File: config.mk
export PLATFORM = sky130hd
export DESIGN_NAME = led_matrix_glyph_transpose_scroll_top_flat
export DESIGN_NICKNAME = d
export VERILOG_FILES = /design/src/design/lmgt_pkg.sv /design/src/design/lmgt_if.sv /design/src/design/lmgt_ctrl.sv /design/src/design/lmgt_dp.sv /design/src/design/led_matrix_glyph_transpose_scroll_top.sv /design/src/flat_wrapper.sv
export VERILOG_INCLUDE_DIRS = /design/src /design/src/design
export SDC_FILE = /design/constraint.sdc
export NUM_CORES = 1
export LEC_CHECK = 0
export BUFFER_PORTS_ARGS = -buffer_cell sky130_fd_sc_hd__buf_2
export CAP_MARGIN = 5
export CORE_MARGIN = 4
export CORE_UTILIZATION = 50
export DETAILED_ROUTE_END_ITERATION = 8
export HOLD_SLACK_MARGIN = 0.12
export PLACE_DENSITY_LB_ADDON = 0.12
export SYNTH_ARGS = -nofsm -noshare
export SYNTH_HDL_FRONTEND = slang
export SYNTH_SLANG_ARGS = --single-unit
export TNS_END_PERCENT = 100
File: constraint.sdc
create_clock -name clk -period 14.7 [get_ports clk]
set_input_delay 1.47 -clock clk [delete_from_list [all_inputs] [get_ports clk]]
set_output_delay 1.47 -clock clk [all_outputs]
set_load 0.03 [all_outputs]
File: src/design/led_matrix_glyph_transpose_scroll_top_assert.svh
// ----------------------------------------------------------------------------
// led matrix glyph transpose scroll assertion macros
// shared property wrappers, clocked on clk and disabled while rst_n is low
// ----------------------------------------------------------------------------
`ifndef LED_MATRIX_GLYPH_TRANSPOSE_SCROLL_TOP_ASSERT_SVH
`define LED_MATRIX_GLYPH_TRANSPOSE_SCROLL_TOP_ASSERT_SVH

// same-cycle implication
`define LMGT_ASSERT_IMPLY(lbl, ante, cons) \
  lbl: assert property (@(posedge clk) disable iff (!rst_n) (ante) |-> (cons)) \
    else $error("lmgt assertion failed");

// next-cycle implication
`define LMGT_ASSERT_NEXT(lbl, ante, cons) \
  lbl: assert property (@(posedge clk) disable iff (!rst_n) (ante) |=> (cons)) \
    else $error("lmgt assertion failed");

`endif

File: src/design/lmgt_pkg.sv
// ----------------------------------------------------------------------------
// lmgt_pkg
// constants, codes and control types shared by the glyph transpose scroll block
// ----------------------------------------------------------------------------
`timescale 1ns / 1ps

package lmgt_pkg;

  localparam int GLYPH_SLOTS   = 4;
  localparam int CHAIN_DEVICES = 4;

  localparam int STORE_BYTES  = GLYPH_SLOTS * 32;
  localparam int STORE_BLOCKS = GLYPH_SLOTS * 4;
  localparam int ROW_W        = $clog2(STORE_BLOCKS);
  localparam int DEV_W        = (CHAIN_DEVICES > 1) ? $clog2(CHAIN_DEVICES) : 1;

  // function codes of an input beat
  localparam logic [1:0] FUNC_LOAD   = 2'd0;
  localparam logic [1:0] FUNC_CLEAR  = 2'd1;
  localparam logic [1:0] FUNC_RENDER = 2'd2;

  typedef enum logic [2:0] {
    S_IDLE,
    S_LD_RD,
    S_LD_WR,
    S_RN_RD,
    S_RN_OUT
  } lmgt_state_t;

  typedef struct packed {
    logic in_ready;
    logic cap;
    logic clr;
    logic rd_en;
    logic rd_render;
    logic wr_en;
    logic cnt_clr;
    logic out_load;
  } lmgt_cmd_t;

  typedef struct packed {
    logic       in_valid;
    logic [1:0] in_func;
    logic       out_free;
    logic       word_last;
  } lmgt_sts_t;

endpackage

File: src/design/lmgt_if.sv
// ----------------------------------------------------------------------------
// lmgt channel interfaces
// valid/ready channels for input beats and rendered word beats
// ----------------------------------------------------------------------------
`timescale 1ns / 1ps

interface lmgt_in_if;
  logic       valid;
  logic       ready;
  logic [1:0] func;
  logic [1:0] glyph_slot;
  logic [4:0] byte_index;
  logic [7:0] data_byte;
  logic       narrow_chars;
  logic [3:0] shift_amount;
  logic       shift_right;

  modport source (
    output valid, func, glyph_slot, byte_index, data_byte, narrow_chars,
           shift_amount, shift_right,
    input  ready
  );
  modport sink (
    input  valid, func, glyph_slot, byte_index, data_byte, narrow_chars,
           shift_amount, shift_right,
    output ready
  );
endinterface

interface lmgt_out_if;
  logic       valid;
  logic       ready;
  logic [3:0] digit;
  logic [1:0] device;
  logic [7:0] seg_data;
  logic       chain_end;
  logic       last;

  modport source (
    output valid, digit, device, seg_data, chain_end, last,
    input  ready
  );
  modport sink (
    input  valid, digit, device, seg_data, chain_end, last,
    output ready
  );
endinterface

File: src/design/lmgt_ctrl.sv
// ----------------------------------------------------------------------------
// lmgt_ctrl
// sequencer for load read-modify-write, clear and the 32-word render walk
// ----------------------------------------------------------------------------
`timescale 1ns / 1ps

`include "led_matrix_glyph_transpose_scroll_top_assert.svh"

module lmgt_ctrl (
  input  logic                clk,
  input  logic                rst_n,
  input  lmgt_pkg::lmgt_sts_t sts,
  output lmgt_pkg::lmgt_cmd_t cmd
);

  lmgt_pkg::lmgt_state_t state_r;
  lmgt_pkg::lmgt_state_t state_nxt;

  always_ff @(posedge clk) begin
    if (!rst_n) begin
      state_r <= lmgt_pkg::S_IDLE;
    end else begin
      state_r <= state_nxt;
    end
  end

  always_comb begin
    state_nxt = state_r;
    case (state_r)
      lmgt_pkg::S_IDLE: begin
        if (sts.in_valid) begin
          if (sts.in_func == lmgt_pkg::FUNC_LOAD) begin
            state_nxt = lmgt_pkg::S_LD_RD;
          end else if (sts.in_func == lmgt_pkg::FUNC_RENDER) begin
            state_nxt = lmgt_pkg::S_RN_RD;
          end
        end
      end
      lmgt_pkg::S_LD_RD:  state_nxt = lmgt_pkg::S_LD_WR;
      lmgt_pkg::S_LD_WR:  state_nxt = lmgt_pkg::S_IDLE;
      lmgt_pkg::S_RN_RD:  state_nxt = lmgt_pkg::S_RN_OUT;
      lmgt_pkg::S_RN_OUT: begin
        if (sts.out_free) begin
          state_nxt = sts.word_last ? lmgt_pkg::S_IDLE : lmgt_pkg::S_RN_RD;
        end
      end
      default: state_nxt = lmgt_pkg::S_IDLE;
    endcase
  end

  always_comb begin
    cmd = '0;
    case (state_r)
      lmgt_pkg::S_IDLE: begin
        cmd.in_ready = 1'b1;
        if (sts.in_valid) begin
          cmd.cap     = 1'b1;
          cmd.clr     = (sts.in_func == lmgt_pkg::FUNC_CLEAR);
          cmd.cnt_clr = (sts.in_func == lmgt_pkg::FUNC_RENDER);
        end
      end
      lmgt_pkg::S_LD_RD: begin
        cmd.rd_en = 1'b1;
      end
      lmgt_pkg::S_LD_WR: begin
        cmd.wr_en = 1'b1;
      end
      lmgt_pkg::S_RN_RD: begin
        cmd.rd_en     = 1'b1;
        cmd.rd_render = 1'b1;
      end
      lmgt_pkg::S_RN_OUT: begin
        cmd.out_load = sts.out_free;
      end
      default: cmd = '0;
    endcase
  end

  `LMGT_ASSERT_IMPLY(a_load_needs_room, cmd.out_load, sts.out_free)
  `LMGT_ASSERT_NEXT(a_read_then_write, cmd.rd_en && !cmd.rd_render, cmd.wr_en)
  `LMGT_ASSERT_NEXT(a_frame_ends_idle, cmd.out_load && sts.word_last,
                    cmd.in_ready)
  `LMGT_ASSERT_NEXT(a_render_starts_read,
                    cmd.cap && sts.in_func == lmgt_pkg::FUNC_RENDER,
                    cmd.rd_en && cmd.rd_render)

endmodule

File: src/design/lmgt_dp.sv
// ----------------------------------------------------------------------------
// lmgt_dp
// item registers, row-wide glyph store, transpose write, word counters, output
// ----------------------------------------------------------------------------
`timescale 1ns / 1ps

module lmgt_dp (
  input  logic                clk,
  input  logic                rst_n,
  lmgt_in_if.sink             in_ch,
  lmgt_out_if.source          out_ch,
  input  lmgt_pkg::lmgt_cmd_t cmd,
  output lmgt_pkg::lmgt_sts_t sts
);

  // slot wraps modulo the slot count
  function automatic logic [1:0] slot_wrap(input logic [1:0] s);
    logic [2:0] v;
    v = {1'b0, s};
    for (int i = 0; i < 3; i++) begin
      if (int'(v) >= lmgt_pkg::GLYPH_SLOTS) begin
        v = v - 3'(lmgt_pkg::GLYPH_SLOTS);
      end
    end
    return v[1:0];
  endfunction

  function automatic logic [lmgt_pkg::ROW_W-1:0] render_row(
    input logic [1:0] s, input logic [lmgt_pkg::DEV_W-1:0] dev);
    int v;
    v = int'(s) * 4 + 3 - int'(dev);
    if (v < 0) v = v + lmgt_pkg::STORE_BLOCKS;
    if (v < 0) v = v + lmgt_pkg::STORE_BLOCKS;
    return lmgt_pkg::ROW_W'(v);
  endfunction

  logic [1:0] slot_r;
  logic [4:0] idx_r;
  logic [7:0] data_r;
  logic       narrow_r;
  logic [3:0] sh_r;
  logic       right_r;

  logic [63:0]                     mem [lmgt_pkg::STORE_BLOCKS];
  logic [lmgt_pkg::STORE_BLOCKS-1:0] valid_r;
  logic [63:0]                     rd_data_r;

  logic [2:0]                digit_r;
  logic [lmgt_pkg::DEV_W-1:0] dev_r;
  logic                      dev_last;

  logic       out_valid_r;
  logic [3:0] out_digit_r;
  logic [1:0] out_device_r;
  logic [7:0] out_seg_r;
  logic       out_chain_end_r;
  logic       out_last_r;

  logic [1:0]                blk;
  logic [lmgt_pkg::ROW_W-1:0] ld_row;
  logic [lmgt_pkg::ROW_W-1:0] rn_row;
  logic [lmgt_pkg::ROW_W-1:0] rd_addr;
  logic [63:0]               row_new;
  logic [7:0]                row_byte;
  logic [7:0]                seg;

  assign in_ch.ready   = cmd.in_ready;
  assign sts.in_valid  = in_ch.valid;
  assign sts.in_func   = in_ch.func;
  assign sts.out_free  = !out_valid_r || out_ch.ready;
  assign dev_last      = (dev_r == lmgt_pkg::DEV_W'(lmgt_pkg::CHAIN_DEVICES - 1));
  assign sts.word_last = dev_last && (digit_r == 3'd7);

  always_ff @(posedge clk) begin
    if (cmd.cap) begin
      slot_r   <= slot_wrap(in_ch.glyph_slot);
      idx_r    <= in_ch.byte_index;
      data_r   <= in_ch.data_byte;
      narrow_r <= in_ch.narrow_chars;
      sh_r     <= in_ch.shift_amount;
      right_r  <= in_ch.shift_right;
    end
  end

  // 16x16 mode swaps the two middle blocks
  always_comb begin
    blk = idx_r[4:3];
    if (!narrow_r && (blk == 2'd1 || blk == 2'd2)) begin
      blk = blk ^ 2'd3;
    end
    ld_row  = lmgt_pkg::ROW_W'(int'(slot_r) * 4 + int'(blk));
    rn_row  = render_row(slot_r, dev_r);
    rd_addr = cmd.rd_render ? rn_row : ld_row;
  end

  // transpose: bit k of the font byte goes to bit 7-col of row byte k
  always_comb begin
    row_new = rd_data_r;
    for (int k = 0; k < 8; k++) begin
      row_new[8 * k + 7 - int'(idx_r[2:0])] = data_r[k];
    end
  end

  always_ff @(posedge clk) begin
    if (cmd.rd_en) begin
      rd_data_r <= valid_r[rd_addr] ? mem[rd_addr] : 64'd0;
    end
    if (cmd.wr_en) begin
      mem[ld_row] <= row_new;
    end
  end

  always_ff @(posedge clk) begin
    if (!rst_n || cmd.clr) begin
      valid_r <= '0;
    end else if (cmd.wr_en) begin
      valid_r[ld_row] <= 1'b1;
    end
  end

  always_ff @(posedge clk) begin
    if (!rst_n || cmd.cnt_clr) begin
      digit_r <= '0;
      dev_r   <= '0;
    end else if (cmd.out_load) begin
      if (dev_last) begin
        dev_r   <= '0;
        digit_r <= digit_r + 3'd1;
      end else begin
        dev_r <= dev_r + lmgt_pkg::DEV_W'(1);
      end
    end
  end

  assign row_byte = rd_data_r[{digit_r, 3'b000} +: 8];
  assign seg      = right_r ? (row_byte >> sh_r) : (row_byte << sh_r);

  always_ff @(posedge clk) begin
    if (!rst_n) begin
      out_valid_r <= 1'b0;
    end else if (cmd.out_load) begin
      out_valid_r <= 1'b1;
    end else if (out_ch.ready) begin
      out_valid_r <= 1'b0;
    end
  end

  always_ff @(posedge clk) begin
    if (cmd.out_load) begin
      out_digit_r     <= {1'b0, digit_r} + 4'd1;
      out_device_r    <= 2'(dev_r);
      out_seg_r       <= seg;
      out_chain_end_r <= dev_last;
      out_last_r      <= sts.word_last;
    end
  end

  assign out_ch.valid     = out_valid_r;
  assign out_ch.digit     = out_digit_r;
  assign out_ch.device    = out_device_r;
  assign out_ch.seg_data  = out_seg_r;
  assign out_ch.chain_end = out_chain_end_r;
  assign out_ch.last      = out_last_r;

endmodule

File: src/design/led_matrix_glyph_transpose_scroll_top.sv
// load beat: accepted in idle, store row read then rewritten, next beat once back in idle
// clear beat: all row valid flags drop at once, next beat on the following cycle
// render beat: per word a store read, then an output load that waits for a free output register
// a render frame is 32 words; the next beat is accepted once its last word is loaded
// reset: synchronous active low, store reads as all zero at once, no clearing pass
// ----------------------------------------------------------------------------
// led_matrix_glyph_transpose_scroll_top
// transposing glyph frame store with scrolled word output for chained 8x8 drivers
// ----------------------------------------------------------------------------
`timescale 1ns / 1ps

module led_matrix_glyph_transpose_scroll_top (
  input  logic       clk,
  input  logic       rst_n,
  lmgt_in_if.sink    in_ch,
  lmgt_out_if.source out_ch
);

  // controller and datapath talk only through these two bundles
  lmgt_pkg::lmgt_cmd_t cmd;
  lmgt_pkg::lmgt_sts_t sts;

  // sequencer: idle accepts a beat, load does read-modify-write of one row,
  // render walks digit outer and device inner with a read then a capture
  lmgt_ctrl u_ctrl (
    .clk   (clk),
    .rst_n (rst_n),
    .sts   (sts),
    .cmd   (cmd)
  );

  // datapath: each store row holds one 8-byte block, row-major, with a
  // valid flag so that an unwritten or cleared row reads as zero; the output
  // word register lets the next beat in while a word waits downstream
  lmgt_dp u_dp (
    .clk    (clk),
    .rst_n  (rst_n),
    .in_ch  (in_ch),
    .out_ch (out_ch),
    .cmd    (cmd),
    .sts    (sts)
  );

endmodule

File: src/flat_wrapper.sv
// flat-port wrapper written by rule: the top's interface ports become plain ports
module led_matrix_glyph_transpose_scroll_top_flat 
  (clk, rst_n, in_ch_valid, in_ch_func, in_ch_glyph_slot, in_ch_byte_index, in_ch_data_byte, in_ch_narrow_chars, in_ch_shift_amount, in_ch_shift_right, in_ch_ready, out_ch_valid, out_ch_digit, out_ch_device, out_ch_seg_data, out_ch_chain_end, out_ch_last, out_ch_ready);
  lmgt_in_if in_ch_i ();
  lmgt_out_if out_ch_i ();
  input  logic clk;
  input  logic rst_n;
  input wire logic [$bits(in_ch_i.valid)-1:0] in_ch_valid;
  input wire logic [$bits(in_ch_i.func)-1:0] in_ch_func;
  input wire logic [$bits(in_ch_i.glyph_slot)-1:0] in_ch_glyph_slot;
  input wire logic [$bits(in_ch_i.byte_index)-1:0] in_ch_byte_index;
  input wire logic [$bits(in_ch_i.data_byte)-1:0] in_ch_data_byte;
  input wire logic [$bits(in_ch_i.narrow_chars)-1:0] in_ch_narrow_chars;
  input wire logic [$bits(in_ch_i.shift_amount)-1:0] in_ch_shift_amount;
  input wire logic [$bits(in_ch_i.shift_right)-1:0] in_ch_shift_right;
  output wire logic [$bits(in_ch_i.ready)-1:0] in_ch_ready;
  output wire logic [$bits(out_ch_i.valid)-1:0] out_ch_valid;
  output wire logic [$bits(out_ch_i.digit)-1:0] out_ch_digit;
  output wire logic [$bits(out_ch_i.device)-1:0] out_ch_device;
  output wire logic [$bits(out_ch_i.seg_data)-1:0] out_ch_seg_data;
  output wire logic [$bits(out_ch_i.chain_end)-1:0] out_ch_chain_end;
  output wire logic [$bits(out_ch_i.last)-1:0] out_ch_last;
  input wire logic [$bits(out_ch_i.ready)-1:0] out_ch_ready;
  assign in_ch_i.valid = in_ch_valid;
  assign in_ch_i.func = in_ch_func;
  assign in_ch_i.glyph_slot = in_ch_glyph_slot;
  assign in_ch_i.byte_index = in_ch_byte_index;
  assign in_ch_i.data_byte = in_ch_data_byte;
  assign in_ch_i.narrow_chars = in_ch_narrow_chars;
  assign in_ch_i.shift_amount = in_ch_shift_amount;
  assign in_ch_i.shift_right = in_ch_shift_right;
  assign in_ch_ready = in_ch_i.ready;
  assign out_ch_valid = out_ch_i.valid;
  assign out_ch_digit = out_ch_i.digit;
  assign out_ch_device = out_ch_i.device;
  assign out_ch_seg_data = out_ch_i.seg_data;
  assign out_ch_chain_end = out_ch_i.chain_end;
  assign out_ch_last = out_ch_i.last;
  assign out_ch_i.ready = out_ch_ready;
  led_matrix_glyph_transpose_scroll_top u_core (.clk(clk), .rst_n(rst_n), .in_ch(in_ch_i), .out_ch(out_ch_i));
endmodule
## After elaboration in Yosys (flattened, before gate mapping)

Memory sizes are Yosys's and may differ from the RTL's. A register that Yosys moved wholly into a read port is not among the register bits.
Cells that the tools add are included.

- RAM bits: 1024
- Bits in read-only memories: 0
- Register bits: 62
- Latch bits: 0
- Bits of input ports: 27
- Logic and storage cells: 149
- Memories: 1

Memory list:

| memory | depth | bits a word | read ports | clocked after Yosys merged registers in | write ports | line | source |
|---|---|---|---|---|---|---|---|
| u_core.u_dp.mem | 16 | 64 | 1 | 1 | 1 | lmgt_dp.sv:44 | `logic [63:0] mem [lmgt_pkg::STORE_BLOCKS];` |

- Shift-type cells: 3
- Reductions and logical operators: 25
- $add $sub $neg: 16
- Equal/unequal tests: 13
- Magnitude comparators: 21
- Multiplexer cells: 52
- Div/mod/pow operators: 0
- Bitwise operators: 2
- $mul: 0

Operator list:

| cell | number |
|---|---|
| bitwise mux 64 bit | 8 |
| variable part select 64 x 7 -> 8 bit | 1 |
| demux 1 bit (select 6 bit) | 8 |
| < comparator 32 x 1 -> 1 bit (second input constant) | 1 |
| < comparator 7 x 8 -> 1 bit (second input constant) | 4 |
| 2-to-1 mux 32 bit | 1 |
| greater-or-equal comparator 7 x 1 -> 1 bit (second input constant) | 4 |
| subtractor 6 x 3 -> 7 bit (first input constant) | 4 |
| 2-to-1 mux 1 bit | 20 |
| < comparator 6 x 8 -> 1 bit (second input constant) | 2 |
| OR 16 bit | 1 |
| 2-to-1 mux 3 bit | 5 |
| greater-or-equal comparator 6 x 1 -> 1 bit (second input constant) | 2 |
| case mux 3 bit (4 select lines) | 1 |
| subtractor 5 x 3 -> 6 bit (first input constant) | 2 |
| logical AND 1 bit | 11 |
| < comparator 4 x 5 -> 1 bit (second input constant) | 2 |
| greater-or-equal comparator 4 x 1 -> 1 bit (second input constant) | 2 |
| < comparator 4 x 8 -> 1 bit (second input constant) | 1 |
| < comparator 5 x 8 -> 1 bit (second input constant) | 1 |
| 2-to-1 mux 2 bit | 4 |
| 2-to-1 mux 4 bit | 2 |
| 2-to-1 mux 8 bit | 1 |
| left shift 8 x 4 -> 8 bit | 1 |
| 31 further kinds | 43 |

## Logic depth before layout (Yosys ltp)

- Word-level depth: 13
- Gate-level depth with buffers: 12
- Mapped depth without buffers: 6

## Modules after synthesis

Synthesis repeated with hierarchy kept, for this count alone.

- Cells, all modules: 3579
- Area total of the unflattened synthesis: 46489.6 sq um

By module, submodules not included:

| module | cells each | times used | area each (sq um) |
|---|---|---|---|
| lmgt_dp | 3549 | 1 | 46248.1 |
| lmgt_ctrl | 30 | 1 | 241.5 |

## Worst setup path after synthesis

No wires, ideal clock.

- Path kind: register -> register
- Start point: register u_core.u_dp.slot_r[0]
- End point: memory u_core.u_dp.mem[8][0] (enable)
- Arrival time: 5.599 ns
- Path buffers: 2
- Stages on the path, launching flop included: 6
- Setup slack: 8.534 ns
- Library setup time: 0.567 ns
- Cells stage by stage: edfxtp_1 > clkbuf_1 > nor2b_1 > clkbuf_1 > nand2_1 > nor3_1

- Word-level cells in the longest chain between the ends: 1

RTL lines:

| what | line | source |
|---|---|---|
| start, declared | lmgt_dp.sv:37 | `logic [1:0] slot_r;` |
| start signal, assigned | lmgt_dp.sv:76 | `slot_r <= slot_wrap(in_ch.glyph_slot);` |
| adder 4 x 2 -> 4 bit | lmgt_dp.sv:91 | `ld_row = lmgt_pkg::ROW_W'(int'(slot_r) * 4 + int'(blk));` |
| end, declared | lmgt_dp.sv:44 |  |

No other way between the ends.

## Worst setup path after layout

- Start point: register u_core.u_ctrl.state_r[2]
- End point: register u_core.u_dp.rd_data_r[46], read port of u_core.u_dp.mem (data pin)

- Word-level cells in the longest chain between the ends: 6
- Elaborated cells on any way between the ends: 9

RTL lines:

| what | line | source |
|---|---|---|
| start, declared | lmgt_ctrl.sv:16 | `lmgt_pkg::lmgt_state_t state_r;` |
| start signal, assigned | lmgt_ctrl.sv:21 | `state_r <= lmgt_pkg::S_IDLE;` |
| start signal, assigned | lmgt_ctrl.sv:23 | `state_r <= state_nxt;` |
| == test 3 x 2 -> 1 bit | lmgt_ctrl.sv:53 | `case (state_r)` |
| 2-to-1 mux 1 bit | lmgt_ctrl.sv:53 |  |
| 2-to-1 mux 4 bit | lmgt_dp.sv:93 | `rd_addr = cmd.rd_render ? rn_row : ld_row;` |
| binary-select mux 1 bit (select 4 bit) | lmgt_dp.sv:106 | `rd_data_r <= valid_r[rd_addr] ? mem[rd_addr] : 64'd0;` |
| 2-to-1 mux 1 bit (implied by the code) | lmgt_dp.sv:106 |  |
| zero test 1 bit (no line) | n/a |  |
| end, declared | lmgt_dp.sv:46 | `logic [63:0] rd_data_r;` |

Parallel ways exist; a longest one is shown, timed or not. The select of a mux whose other input is x is not followed.
A chain may end at the register's enable or synchronous reset.

==> results.cfg <==
[synthesis]
synth-seq-cells = 1150
synth_cell_type_count = 62
yosys.area.top_type = edfxtp_1
synth_area_per_cell_sq_um = 16.13
synth_area_sq_um = 45250
synth_top_cells_by_count = edfxtp_1 (1125), nand2_1 (463), nand3_1 (166)
syn_inst = 2805
synth_edf_count = 1125
syn-num-nets = 2835
async_flop_share_pct = 0
synth_flop_cell = edfxtp_1
synth_top_area_share_pct = 74.65
ys_warn_count = 0
synth.most_common_cell = edfxtp_1
ys_seq_area_share_pct = 75.76
yosys-top-cells-area = edfxtp_1 (75%), nand2_1 (3.8%), mux4_2 (3.7%)

[grt]
grt_pass1_vias = 25830
grt_max_degree = 119
grt_antenna_before_repair = 4
grt_pass1_wl_mm = 182.5
grt-ovfl-total = 0
track_usage_pct = 26.58

[clocking]
cts_buffers = 117
cts_sinks = 1150
clk_latency_ns = 0.69
clkTransAtPathRegs_ns = 0.07
cts.repair.resized = 0
clock_path_buffers = 3
cts_setup_buffers = 0
cts_tree = done
htree_levels = 3
hold_buffers = 0
cts_root_buf = clkbuf_16

[sta]
drv_slew = 0
slew_headroom_pct = 13.01
min_period_over_period_pct = 34.65
setup_viol = 0
finalHoldViolCount = 0
fmax_ghz = 0.1963
skew_ns = 0.03248
period_needed_ns = 5.094
rsz0062_at_grt = no
tightest_slew_ns = 1.296
fin_setup_tns_ns = 0

[finish]
nets = 2893
drive_above_1_share_pct = 17.16
syn2layout_area_growth_pct = 11.33

[critical_path]
critPathMaxStageDelay_ns = 0.88
worstPathArrival_ns = 5.48
cp_slowest_cell = buf_4
critical-path-top-delay-family = buffers and inverters
worst-path-buf-inv = 3
start_kind = flip-flop
path_common_cell = buf_4
cp_cell_sequence = and3b_1 -> o21ai_4 -> buf_4 -> buf_4 -> buf_4 -> mux2_2 -> o22ai_1 -> o22ai_1 -> nor4bb_1
cp_max_fo = 68
critPathKind = reg -> reg
cp.required_ns = 15.08
cp-end-kind = flip-flop

[run]
maxCapViolCount = 0

[power_and_ir_drop]
ir_drop_v = 0.0001027
finalPower_mw = 7.129
p_per_area_nw_per_um2 = 141.5
p_leak_nw = 16.12

[floorplan]
core_region_area_sq_um = 89870
dieArea_sq_um = 95380
io_pins = 45
rows = 110
fp.dieW_um = 308.8
die_height_um = 308.8
start_util_pct = 50.35

[run_status]
status = finished, final reports clean

[placed_design]
io_buffers = 44
hpwl_mm = 64.30
place_congestion = 0.8703

[routing]
drc = 0
wl_per_cell_um = 30.61
via_per_inst = 6.354
ant_nets = 0
detail_route.first_pass.iterations = 6
dr_total_vias = 26310
routed_wl_mm = 126.7
initialDrtViolationCount = 3533

[worst_hold_path]
min_path_type = reg -> reg
## worst paths after layout
kind                            start                         to  slack, ns  depth (start not counted)
max          u_core.u_ctrl.state_r[2]  u_core.u_dp.rd_data_r[46]       9.61                          9
min           u_core.u_dp.valid_r[13]    u_core.u_dp.valid_r[13]       0.47                          2
max reg2reg  u_core.u_ctrl.state_r[2]  u_core.u_dp.rd_data_r[46]       9.61                          9
min reg2reg   u_core.u_dp.valid_r[13]    u_core.u_dp.valid_r[13]       0.47                          2
## metal layers
layer  global-route usage [%]  up-vias  part of all wire (%)
met1                    38.85    13630                    42
met4                    7.377        4                   2.5
met3                    4.546      197                   9.5
li1                         -    11070                     -
met2                    41.90     1404                    46
met5                        0        -                 0.021
## power breakdown
part / internal, mW / switching [mW]
clock: 1.55 / 1.23
combinational: 0.189 / 0.432
sequential: 3.69 / 0.0431
## cell usage in the layout, fill, tap and decap left out, types with 6 or more instances in the layout
cell type / count
edfxtp_1: 1125
nand2_1: 459
nand3_1: 166
nor2_1: 134
clkbuf_16: 117
mux2i_1: 82
mux2_2: 78
mux4_2: 75
o21ai_0: 62
buf_4: 60
nor4_2: 51
o22ai_1: 47
buf_2: 44
o221ai_1: 39
nand4_1: 37
clkinv_1: 34
a21oi_1: 32
a32oi_1: 30
clkinv_2: 27
dfxtp_1: 25
clkbuf_1: 23
a31oi_1: 20
o22a_1: 17
a2bb2oi_1: 17
nor2_4: 15
and3_1: 11
nor4bb_1: 11
nor3_1: 10
nand2b_1: 7
a211oi_1: 6
o211ai_1: 6
## layout make-up
type | count | area (sq um)
clock buffers | 140 | 3014
fillers | 7036 | 39500
well taps | 1176 | 1471
clock inverters | 77 | 549.3
inverters | 5 | 18.77
flip-flops and latches | 1150 | 34280
diodes | 4 | 10.01
repair buffers | 105 | 690.7
multi-input cells | 1484 | 10340
## worst min-delay path, delay by kind of cell (launching register included)
kind / cells / cell delay, ns
flip-flops: 1 / 0.33
AND/OR/NAND/NOR: 2 / 0.12
## state kept, by name (all words and copies together) (netlist names), 4 cells and up
signal                       count
u_core.u_dp.mem               1024
u_core.u_dp.valid_r             16
u_core.u_dp.rd_data_r           64
u_core.u_dp.idx_r                5
u_core.u_dp.out_ch.seg_data      8
u_core.u_dp.out_ch.digit         4
u_core.u_dp.data_r               8
u_core.u_dp.sh_r                 4
## kinds of logic after synthesis
| kind of cell | count (synthesis) | synth area share [%] |
|---|---|---|
| XOR/XNOR | 1 | 0.01936 |
| adder cells (fa/ha/maj) | 3 | 0.08296 |
| multiplexers | 237 | 7.543 |
| AND/OR/NAND/NOR | 940 | 10.00 |
| flip-flops | 1150 | 75.76 |
| buffers and inverters | 171 | 1.866 |
| AO/OA/AOI/OAI | 303 | 4.725 |
## stage by stage
stage	hold WS, ns	area (sq um)	cells	utilization, %	setup slack [ns]
global placement	0.4520	46800	3920	52.08	9.857
CTS	0.4753	50370	4137	56.04	9.657
detailed placement	0.4590	46800	3920	52.08	9.715
global route	0.5094	50370	4137	56.04	9.422
finish	0.4742	50380	4141	56.05	9.606
floorplan	0.4335	45250	2805	-	8.534
Note: power is estimated with default switching activity, not from simulation.
